==> config.mk <==
export PLATFORM = sky130hd
export DESIGN_NAME = fdre_ram
export DESIGN_NICKNAME = d
export VERILOG_FILES = /design/src/design/fdre_pkg.sv /design/src/design/fdre_ram.sv
export SDC_FILE = /design/constraint.sdc
export NUM_CORES = 1
export LEC_CHECK = 0
export ABC_AREA = 1
export BUFFER_PORTS_ARGS = -buffer_cell sky130_fd_sc_hd__buf_4
export CAP_MARGIN = 25
export CORE_UTILIZATION = 40
export DETAILED_ROUTE_END_ITERATION = 6
export GPL_TIMING_DRIVEN = 0
export PLACE_DENSITY_LB_ADDON = 0.05
export SLEW_MARGIN = 30
export SYNTH_ARGS = -nofsm -noshare
export SYNTH_HDL_FRONTEND = slang
export SYNTH_SLANG_ARGS = --single-unit
==> constraint.sdc <==
create_clock -name clk -period 1.9 [get_ports clk]
set_input_delay 0.38 -clock clk [delete_from_list [all_inputs] [get_ports clk]]
set_output_delay 0.38 -clock clk [all_outputs]
set_load 0.02 [all_outputs]
==> src/design/fdre_pkg.sv <==
package fdre_pkg;

    localparam int IDX_W       = 24;
    localparam int TAG_W       = 16;
    localparam int MAX_RESULTS = 32;
    localparam int CNT_W       = 6;

    typedef struct packed {
        logic              reliable_valid;
        logic [IDX_W-1:0]  reliable_index;
        logic              sequenced_valid;
        logic [IDX_W-1:0]  sequenced_index;
        logic              ordered_valid;
        logic [IDX_W-1:0]  ordered_index;
        logic [7:0]        order_channel;
        logic [TAG_W-1:0]  frame_tag;
    } in_item_t;

    typedef struct packed {
        logic [TAG_W-1:0]  delivered_tag;
        logic              last_of_run;
    } out_item_t;

    typedef enum logic [7:0] {
        S_CLEAR   = 8'b0000_0001,
        S_IDLE    = 8'b0000_0010,
        S_REL     = 8'b0000_0100,
        S_REL_RUN = 8'b0000_1000,
        S_SEQ     = 8'b0001_0000,
        S_ORD     = 8'b0010_0000,
        S_STORE   = 8'b0100_0000,
        S_FLUSH   = 8'b1000_0000
    } state_t;

    // True when a is ahead of b by 1 .. 2^23-1 in wrapping index space.
    function automatic logic idx_ahead(input logic [IDX_W-1:0] a, input logic [IDX_W-1:0] b);
        logic [IDX_W-1:0] d;
        d = a - b;
        return (d != '0) && !d[IDX_W-1];
    endfunction

endpackage

==> src/design/fdre_ram.sv <==
module fdre_ram import fdre_pkg::*; #(
    parameter int DEPTH = 32,
    parameter int AW    = 5,
    parameter int DW    = 8
) (
    input  logic          clk,
    input  logic          we,
    input  logic [AW-1:0] waddr,
    input  logic [DW-1:0] wdata,
    input  logic [AW-1:0] raddr,
    output logic [DW-1:0] rdata
);

    logic [DW-1:0] mem [DEPTH];

    always_ff @(posedge clk)
    begin
        if (we)
        begin
            mem[waddr] <= wdata;
        end
    end

    // Registered read.
    always_ff @(posedge clk)
    begin
        rdata <= mem[raddr];
    end

endmodule

**Yosys cells after proc, flatten, opt, wreduce, memory -nomap -nowiden**

Memory sizes are Yosys's and may differ from the RTL's. A register that Yosys moved wholly into a read port is not among the register bits.
Index checks and enable logic that the tools add are counted.

- Output and inout bits: 8
- Bits of input ports: 20
- Memory bits (read-only): 0
- Bits in registers: 0
- Latch bits: 0
- Memory bits (writable): 256
- Memories: 1
- Logic and storage cells: 3

Memories:

| memory | words | bits a word | read ports | clocked after Yosys merged registers in | wr ports | line | source |
|---|---|---|---|---|---|---|---|
| mem | 32 | 8 | 1 | 1 | 1 | fdre_ram.sv:14 | `logic [DW-1:0] mem [DEPTH];` |

- Magnitude comparators: 0
- Muxes and demuxes: 2
- Multiply operators: 0
- Bitwise operators: 0
- Reduce and logical (&&, ||, !) cells: 0
- Eq/ne operators: 0
- Add/sub/neg operators: 0
- Shifts and indexed selects: 0
- Divide/modulo/power cells: 0

Operators with widths:

| cell | count |
|---|---|
| $mux W1 | 2 |

**Logic depth before layout (Yosys ltp)**

Gate-level depths: netlist of the first run.

- Depth in word-level cells: 2
- Gate-level depth with buffers: 11
- Mapped depth without buffers: 9

**Worst setup path after synthesis of the first run**

OpenSTA, ideal clock, no wires.

- Path kind: input to register
- Start point: input port waddr[0]
- End point: memory mem[0][0], enable pin
- Setup time: 0.370 ns
- Stages on the path: 3
- Arrival time: 1.044 ns
- Required time: 1.530 ns
- Path slack: 0.486 ns
- Path buffers: 0
- Path through: inv_1 nand3_1 nor2_1

RTL lines:

| what | line | source |
|---|---|---|
| from (decl) | fdre_ram.sv:8 | `input logic [AW-1:0] waddr,` |
| to (decl) | fdre_ram.sv:14 |  |

No word-level cell before the write port.

==> out/results.md, run 1 <==
| Quantity | This run | Unit |
|---|---|---|
| Result of the run | finished with violations | - |
| Violations in the final reports | design-rule violations | - |
| Worst endpoint data arrival time | 2090 | ps |
| Number of fill cells in the layout | 2416 | - |
| Clock latency reported for the late side of the worst-skew pair | 550 | ps |
| Area after detailed placement | 11400 | µm² |
| Sum of met2 wire segment lengths after detailed routing | 13500 | µm |
| Max Clock Freq | 594 | MHz |
| Detailed-placement wirelength estimate | 19300 | µm |
| Final Max Slew Viols | 0 | - |
| Final weighted congestion of routability-driven global placement | 0.846 | - |
| Site Rows | 59 | - |
| Max transition margin | 0.395 | - |
| Crit path launch | raddr[1] | - |
| Total routed wire length on the met1 layer | 14500 | µm |
| Post-Route WL | 30000 | µm |
| Register bit count reported by yosys | 264 | - |
| Remaining number of nets flagged by the antenna check after routing | 0 | - |
| Number of DRC markers in iteration 0 | 622 | - |
| Final critical-path required period | 1680 | ps |
| Clock tree from TritonCTS | yes | - |
| Total vias in the final route | 6854 | - |
| Share of async-settable or async-resettable flops after synthesis | 0 | - |
| Post-layout net count | 998 | - |
| Clock tree skew after final layout | 12.5 | ps |
| Top post-synthesis cells by count | 360 x sky130_fd_sc_hd__nand2_1, 256 x sky130_fd_sc_hd__edfxtp_1, 204 x sky130_fd_sc_hd__nand3_1, 32 x sky130_fd_sc_hd__nor2_1, 24 x sky130_fd_sc_hd__buf_6 | - |
| Overall die height | 166 | µm |
| Number of synthesized flops with an enable pin | 256 | - |
| Syn_nets | 942 | - |
| Number of antenna violations at the first check in global routing | 0 | - |
| Critical Path RT | 2310 | ps |
| Total number of yosys warnings | 0 | - |
| Maximum clock insertion buffer count | 3 | - |
| Leakage power total | 4.59 | nW |
| Type of the tightest min-delay check | in2reg | - |
| Post-layout worst setup margin | 217 | ps |
| Number of distinct library cell variants in the gate-level netlist after synthesis | 12 | - |
| First-pass GRT wire length | 44000 | µm |
| Uppermost layer routed | met4 | - |
| Number of vias per cell after detailed routing | 5.12 | - |
| Transition time at the pin with the least slew margin | 904 | ps |
| Cell taking the most area after synthesis | sky130_fd_sc_hd__edfxtp_1 | - |
| FF-to-FF Start | mem[5][4] | - |
| Launch instance of the worst min-delay path | raddr[3] | - |
| Wire length on met3 | 1390 | µm |
| Final worst-path cycle share | 0.886 | - |
| Die footprint | 27600 | µm² |
| Ports | 28 | - |
| Kind of end point of the critical path | flip-flop | - |
| Biggest area contributors in the synthesized netlist | sky130_fd_sc_hd__edfxtp_1 71%, sky130_fd_sc_hd__nand2_1 13%, sky130_fd_sc_hd__nand3_1 9.5% | - |
| Number of detailed-route iterations in the first pass | 7 | - |
| Setup repair after global routing missed its margin | false | - |
| Area inside the core boundary | 26300 | µm² |
| Crit Path Category | in2reg | - |
| Overflow left after global routing | 0 | - |
| CTS H-Tree Depth | 1 | - |
| Count of buffers added by post-CTS timing repair for setup | 0 | - |
| Setup violations, final | 0 | - |
| Area growth from synthesis to layout | 14.5 | % |
| Clock slew at the register clock pins of the worst setup and hold paths | 60 | ps |
| Share of the synthesized area in the top cell type | 0.713 | - |
| Initial core utilization | 0.410 | - |
| Number of buffers added by the clock tree synthesis step | 30 | - |
| Count of hold buffers inserted by post-cts repair | 0 | - |
| Number of clock sinks | 264 | - |
| Number of DRC violations after detailed routing | 4 | - |
| Most frequently used cell type in the post-synthesis netlist | sky130_fd_sc_hd__nand2_1 | - |
| Fraction of final layout cells with drive strength greater than 1 | 0.114 | - |
| Number of maximum-capacitance violations | 0 | - |
| Clk Tree Root Cell | sky130_fd_sc_hd__clkbuf_16 | - |
| Critical path peak fanout | 10 | - |
| Routed length per placed instance | 22.4 | µm |
| Number of global-route vias before repair | 6575 | - |
| Main synth FF type | sky130_fd_sc_hd__edfxtp_1 | - |
| Share of the yosys chip area belonging to registers | 0.728 | - |
| Final design instance area without fill | 12300 | µm² |
| Minimum setup slack after placement | -310 | ps |
| Horiz. Die Dim | 166 | µm |
| Peak supply drop | 0.769 | mV |
| Instance count of the mapped netlist | 922 | - |
| Combined global-route utilization of all metal layers | 0.221 | - |
| Power density cells | 1050 | nW/µm² |
| Netlist Area Pre-Place | 10800 | µm² |
| Mean area per synthesized cell | 11.7 | µm² |
| Pin count of the biggest net entering global routing | 33 | - |
| Port Buffers | 24 | - |
| Sort of element at the start of the critical path | input port | - |
| Number of hold violations in the final report | 0 | - |
| Number of resized instances in the post-cts repair step | 0 | - |
report_power, final:
| part | internal, W | switching [W] | leakage (nW) |
|---|---|---|---|
| registers | 0.00647 | 0.0000194 | 2.37 |
| clock network | 0.00332 | 0.00229 | 0.475 |
| logic | 0.000260 | 0.000656 | 1.75 |
registers in the layout, indices dropped and copies added, names as in the netlist:
signal / count
rdata: 8
mem: 256
path summary, 6_finish.rpt:
path / endpoint / slack [ps] / cells past startpoint
hold reg to reg: rdata[1] / 820 / 8
hold / removal: rdata[1] / 230 / 5
setup reg to reg: rdata[4] / 680 / 8
setup / recovery: rdata[7] / 220 / 10
routing by layer:
metal  vias up  GRT usage
met5         -          0
met1      3295      0.333
met2       185      0.340
li1       3324          -
met4         0     0.0556
met3        50     0.0279
per-stage QoR:
| stage | std cells | hold WS, ps | setup TNS, ps | power, W | utilization |
|---|---|---|---|---|---|
| after floorplan | 922 | 479 | 0 | 0.00711 | - |
| final | 1338 | 235 | 0 | 0.0130 | 0.470 |
| after global routing | 1337 | 251 | 0 | 0.0134 | 0.470 |
| after CTS | 1337 | 217 | 0 | 0.0131 | 0.470 |
| after detailed placement | 1281 | 791 | -38200 | 0.00753 | 0.433 |
| after global placement | 1281 | 792 | -33350 | 0.00753 | 0.433 |
worst max-delay path, cell delays in order:
cell                      delay, ps
sky130_fd_sc_hd__buf_4          120
sky130_fd_sc_hd__inv_2          230
sky130_fd_sc_hd__buf_1          610
sky130_fd_sc_hd__nand3_1        230
sky130_fd_sc_hd__nand3_1        140
sky130_fd_sc_hd__nand2_1         80
sky130_fd_sc_hd__nand2_1         60
sky130_fd_sc_hd__nand2_1         60
sky130_fd_sc_hd__nand2_1         50
sky130_fd_sc_hd__nand2_1        110
final cells by class:
type | count | area, µm² | share of cell area
well taps | 335 | 419 | 0.0339
clock buffers | 40 | 830 | 0.0672
plain buffers | 52 | 409 | 0.0331
clock inverters | 16 | 131 | 0.0106
multi-input cells | 596 | 2490 | 0.202
flip-flops and latches | 264 | 7850 | 0.635
inverters | 10 | 37.5 | 0.00304
repair buffers | 24 | 180 | 0.0146
diodes | 1 | 2.50 | 0.000203
cells in the final DEF, fill, tap and decap left out:
| cell | count |
|---|---|
| sky130_fd_sc_hd__buf_1 | 2 |
| sky130_fd_sc_hd__buf_2 | 15 |
| sky130_fd_sc_hd__buf_4 | 28 |
| sky130_fd_sc_hd__buf_6 | 24 |
| sky130_fd_sc_hd__bufinv_16 | 2 |
| sky130_fd_sc_hd__clkbuf_1 | 14 |
| sky130_fd_sc_hd__clkbuf_16 | 31 |
| sky130_fd_sc_hd__clkbuf_8 | 2 |
| sky130_fd_sc_hd__clkinv_1 | 4 |
| sky130_fd_sc_hd__clkinv_2 | 8 |
| sky130_fd_sc_hd__clkinv_4 | 1 |
| sky130_fd_sc_hd__clkinvlp_4 | 1 |
| sky130_fd_sc_hd__dfxtp_1 | 8 |
| sky130_fd_sc_hd__diode_2 | 1 |
| sky130_fd_sc_hd__edfxtp_1 | 256 |
| sky130_fd_sc_hd__inv_1 | 8 |
| sky130_fd_sc_hd__inv_2 | 2 |
| sky130_fd_sc_hd__nand2_1 | 360 |
| sky130_fd_sc_hd__nand3_1 | 204 |
| sky130_fd_sc_hd__nor2_1 | 32 |
logic make-up (layout without fill, tap and decap cells):
| family | after synthesis | in the layout | synth area share |
|---|---|---|---|
| flip-flops | 264 | 264 | 0.728 |
| AND/OR/NAND/NOR | 596 | 596 | 0.231 |
| other | 0 | 1 | 0 |
| buffers and inverters | 62 | 142 | 0.0414 |
No activity file was read; power rests on OpenSTA's default activity.
==> run 2: changes to the inputs <==
- ABC_AREA: 1 -> not set
- CORE_UTILIZATION: 40 -> 45
- REMOVE_ABC_BUFFERS: not set -> 1
==> out/results.md, run 2 <==
| Quantity | This run | Unit |
|---|---|---|
| Post-layout worst setup margin | 40.2 | ps |
| Leakage power total | 3.56 | nW |
| Post-Route WL | 20000 | µm |
| Crit path launch | mem[29][7] | - |
| Final Max Slew Viols | 0 | - |
| Setup repair after global routing missed its margin | false | - |
| Clock latency reported for the late side of the worst-skew pair | 530 | ps |
| Kind of end point of the critical path | flip-flop | - |
| Ports | 28 | - |
| Share of async-settable or async-resettable flops after synthesis | 0 | - |
| Initial core utilization | 0.459 | - |
| Number of detailed-route iterations in the first pass | 4 | - |
| Minimum setup slack after placement | -795 | ps |
| Clock slew at the register clock pins of the worst setup and hold paths | 60 | ps |
| Number of hold violations in the final report | 0 | - |
| Number of synthesized flops with an enable pin | 256 | - |
| Flop-to-flop setup slack | 40 | ps |
| Number of vias per cell after detailed routing | 5.66 | - |
| Final critical-path required period | 1860 | ps |
| Area growth from synthesis to layout | 13.8 | % |
| Crit Path Category | reg2reg | - |
| Maximum clock insertion buffer count | 3 | - |
| Horiz. Die Dim | 151 | µm |
| Site Rows | 54 | - |
| Mean area per synthesized cell | 24.1 | µm² |
| Total vias in the final route | 4278 | - |
| CTS H-Tree Depth | 1 | - |
| Max transition margin | 0.387 | - |
| Fraction of final layout cells with drive strength greater than 1 | 0.330 | - |
| Leading cell types in the layout, fill and taps excluded | 256 x sky130_fd_sc_hd__edfxtp_1, 80 x sky130_fd_sc_hd__mux4_2, 33 x sky130_fd_sc_hd__nor2_1 | - |
| Overall die height | 151 | µm |
| Critical Path RT | 2300 | ps |
| Number of buffers added by the clock tree synthesis step | 28 | - |
| Routed length per placed instance | 26.5 | µm |
| Pin count of the biggest net entering global routing | 65 | - |
| Area inside the core boundary | 21900 | µm² |
| Sort of element at the start of the critical path | flip-flop | - |
| Endpoint of the worst register-to-register path | rdata[7] | - |
| Critical path peak fanout | 1 | - |
| Power density cells | 1070 | nW/µm² |
| Final weighted congestion of routability-driven global placement | 0.736 | - |
| Type of the tightest min-delay check | in2reg | - |
| Top post-synthesis cells by count | 256 x sky130_fd_sc_hd__edfxtp_1, 80 x sky130_fd_sc_hd__mux4_2, 33 x sky130_fd_sc_hd__nor2_1, 8 x sky130_fd_sc_hd__dfxtp_1, 8 x sky130_fd_sc_hd__mux2_2 | - |
| Biggest area contributors in the synthesized netlist | sky130_fd_sc_hd__edfxtp_1 76%, sky130_fd_sc_hd__mux4_2 18%, sky130_fd_sc_hd__dfxtp_1 1.6% | - |
| Port Buffers | 27 | - |
| Number of DRC markers in iteration 0 | 345 | - |
| Register with the most flip-flops | mem | - |
| Setup violations, final | 0 | - |
| Final Power | 0.0123 | W |
| Final worst-path cycle share | 0.979 | - |
| Clock tree from TritonCTS | yes | - |
| Detailed-placement wirelength estimate | 11300 | µm |
| Max Clock Freq | 538 | MHz |
| Remaining number of nets flagged by the antenna check after routing | 0 | - |
| Most common library cell in the layout ignoring fill and taps | sky130_fd_sc_hd__edfxtp_1 | - |
| Instance count of the mapped netlist | 417 | - |
| Number of flip-flops in the largest register | 256 | - |
| Register-to-Register Path Depth | 3 | - |
| Share of the yosys chip area belonging to registers | 0.781 | - |
| Worst endpoint data arrival time | 2260 | ps |
| Cell taking the most area after synthesis | sky130_fd_sc_hd__edfxtp_1 | - |
| Number of global-route vias before repair | 4307 | - |
| Antenna fix cells | 0 | - |
| Clk Tree Root Cell | sky130_fd_sc_hd__clkbuf_16 | - |
| Number of distinct library cell variants in the gate-level netlist after synthesis | 15 | - |
| First-pass GRT wire length | 28300 | µm |
| Number of maximum-capacitance violations | 0 | - |
| Number of DRC violations after detailed routing | 0 | - |
| FF-to-FF Start | mem[29][7] | - |
| Result of the run | complete, no violations | - |
| Die footprint | 22900 | µm² |
| Combined global-route utilization of all metal layers | 0.183 | - |
| Main synth FF type | sky130_fd_sc_hd__edfxtp_1 | - |
| Post-layout net count | 475 | - |
| Peak supply drop | 0.601 | mV |
| Share of the synthesized area in the top cell type | 0.765 | - |
| Clock tree skew after final layout | 11.0 | ps |
| Total number of yosys warnings | 0 | - |
| Netlist Area Pre-Place | 10100 | µm² |
| Overflow left after global routing | 0 | - |
| Leading registers by flop count | mem (256), rdata (8) | - |
| Launch instance of the worst min-delay path | raddr[3] | - |
| Hold worst-path end | rdata[1] | - |
| Number of clock sinks | 264 | - |
| Most frequently used cell type in the post-synthesis netlist | sky130_fd_sc_hd__edfxtp_1 | - |
| Transition time at the pin with the least slew margin | 917 | ps |
| Register bit count reported by yosys | 264 | - |
| Count of buffers added by post-CTS timing repair for setup | 0 | - |
| Hold depth | 2 | - |
| Number of antenna violations at the first check in global routing | 0 | - |
[run 2: worst max-delay path by stage]
| stage | slack, ps | cells after the start | end |
|---|---|---|---|
| final | 40 | 3 | rdata[7] |
| after global routing | 20 | 4 | rdata[7] |
| after CTS | 40 | 3 | rdata[7] |
| after detailed placement | -800 | 4 | rdata[7] |
| after global placement | -1260 | 4 | rdata[7] |
| after floorplan | 200 | 2 | mem[0][0] |
[run 2: cells by family (layout without fill, tap and decap cells)]
kind of cell           Yosys count  after routing  synth area share
buffers and inverters           20             79            0.0106
flip-flops                     264            264             0.781
multiplexers                    88             88             0.188
AND/OR/NAND/NOR                 45             45            0.0207
[run 2: layout make-up]
type | count | area (µm²)
clock inverter | 6 | 26.3
tap | 280 | 350
sequential | 264 | 7850
multi-input combinational | 133 | 2100
fill | 1782 | 10500
clock buffer | 45 | 857
timing repair buffer | 28 | 259
[run 2: worst max-delay path, stage by stage (launching register included)]
cell and delay [ps]:
sky130_fd_sc_hd__edfxtp_1 360, sky130_fd_sc_hd__mux4_2 530, sky130_fd_sc_hd__mux4_2 530, sky130_fd_sc_hd__mux2_2 320
[run 2: what timing repair did]
item / 4_1_cts / 5_1_grt
setup endpoints to repair: 8 / 0
resized for setup: 2 / 0
hold buffers: 0 / 0
[run 2: through the flow]
stage	hold slack (ps)	instance area, µm²	utilization	TNS [ps]	instances
global placement	736	10500	0.480	-53390	704
detailed placement	738	10500	0.480	-50560	704
finish	212	11400	0.523	0	756
CTS	189	11400	0.523	0	756
global route	212	11400	0.523	0	756
floorplan	479	9950	-	0	397
[run 2: layer usage]
| layer | up-vias | global-route usage | share of wire | wire length [µm] |
|---|---|---|---|---|
| li1 | 1853 | - | - | - |
| met1 | 2287 | 0.289 | 0.48 | 9560 |
| met2 | 117 | 0.263 | 0.45 | 9030 |
| met3 | 21 | 0.0347 | 0.058 | 1160 |
| met4 | 0 | 0.0450 | 0.015 | 294 |
| met5 | - | 0 | 0 | 0 |
[run 2: where the power goes]
part	internal, W	switching, W
Sequential	0.00648	0.0000205
Clock	0.00306	0.00205
Combinational	0.000290	0.000373
Total	0.00983	0.00244
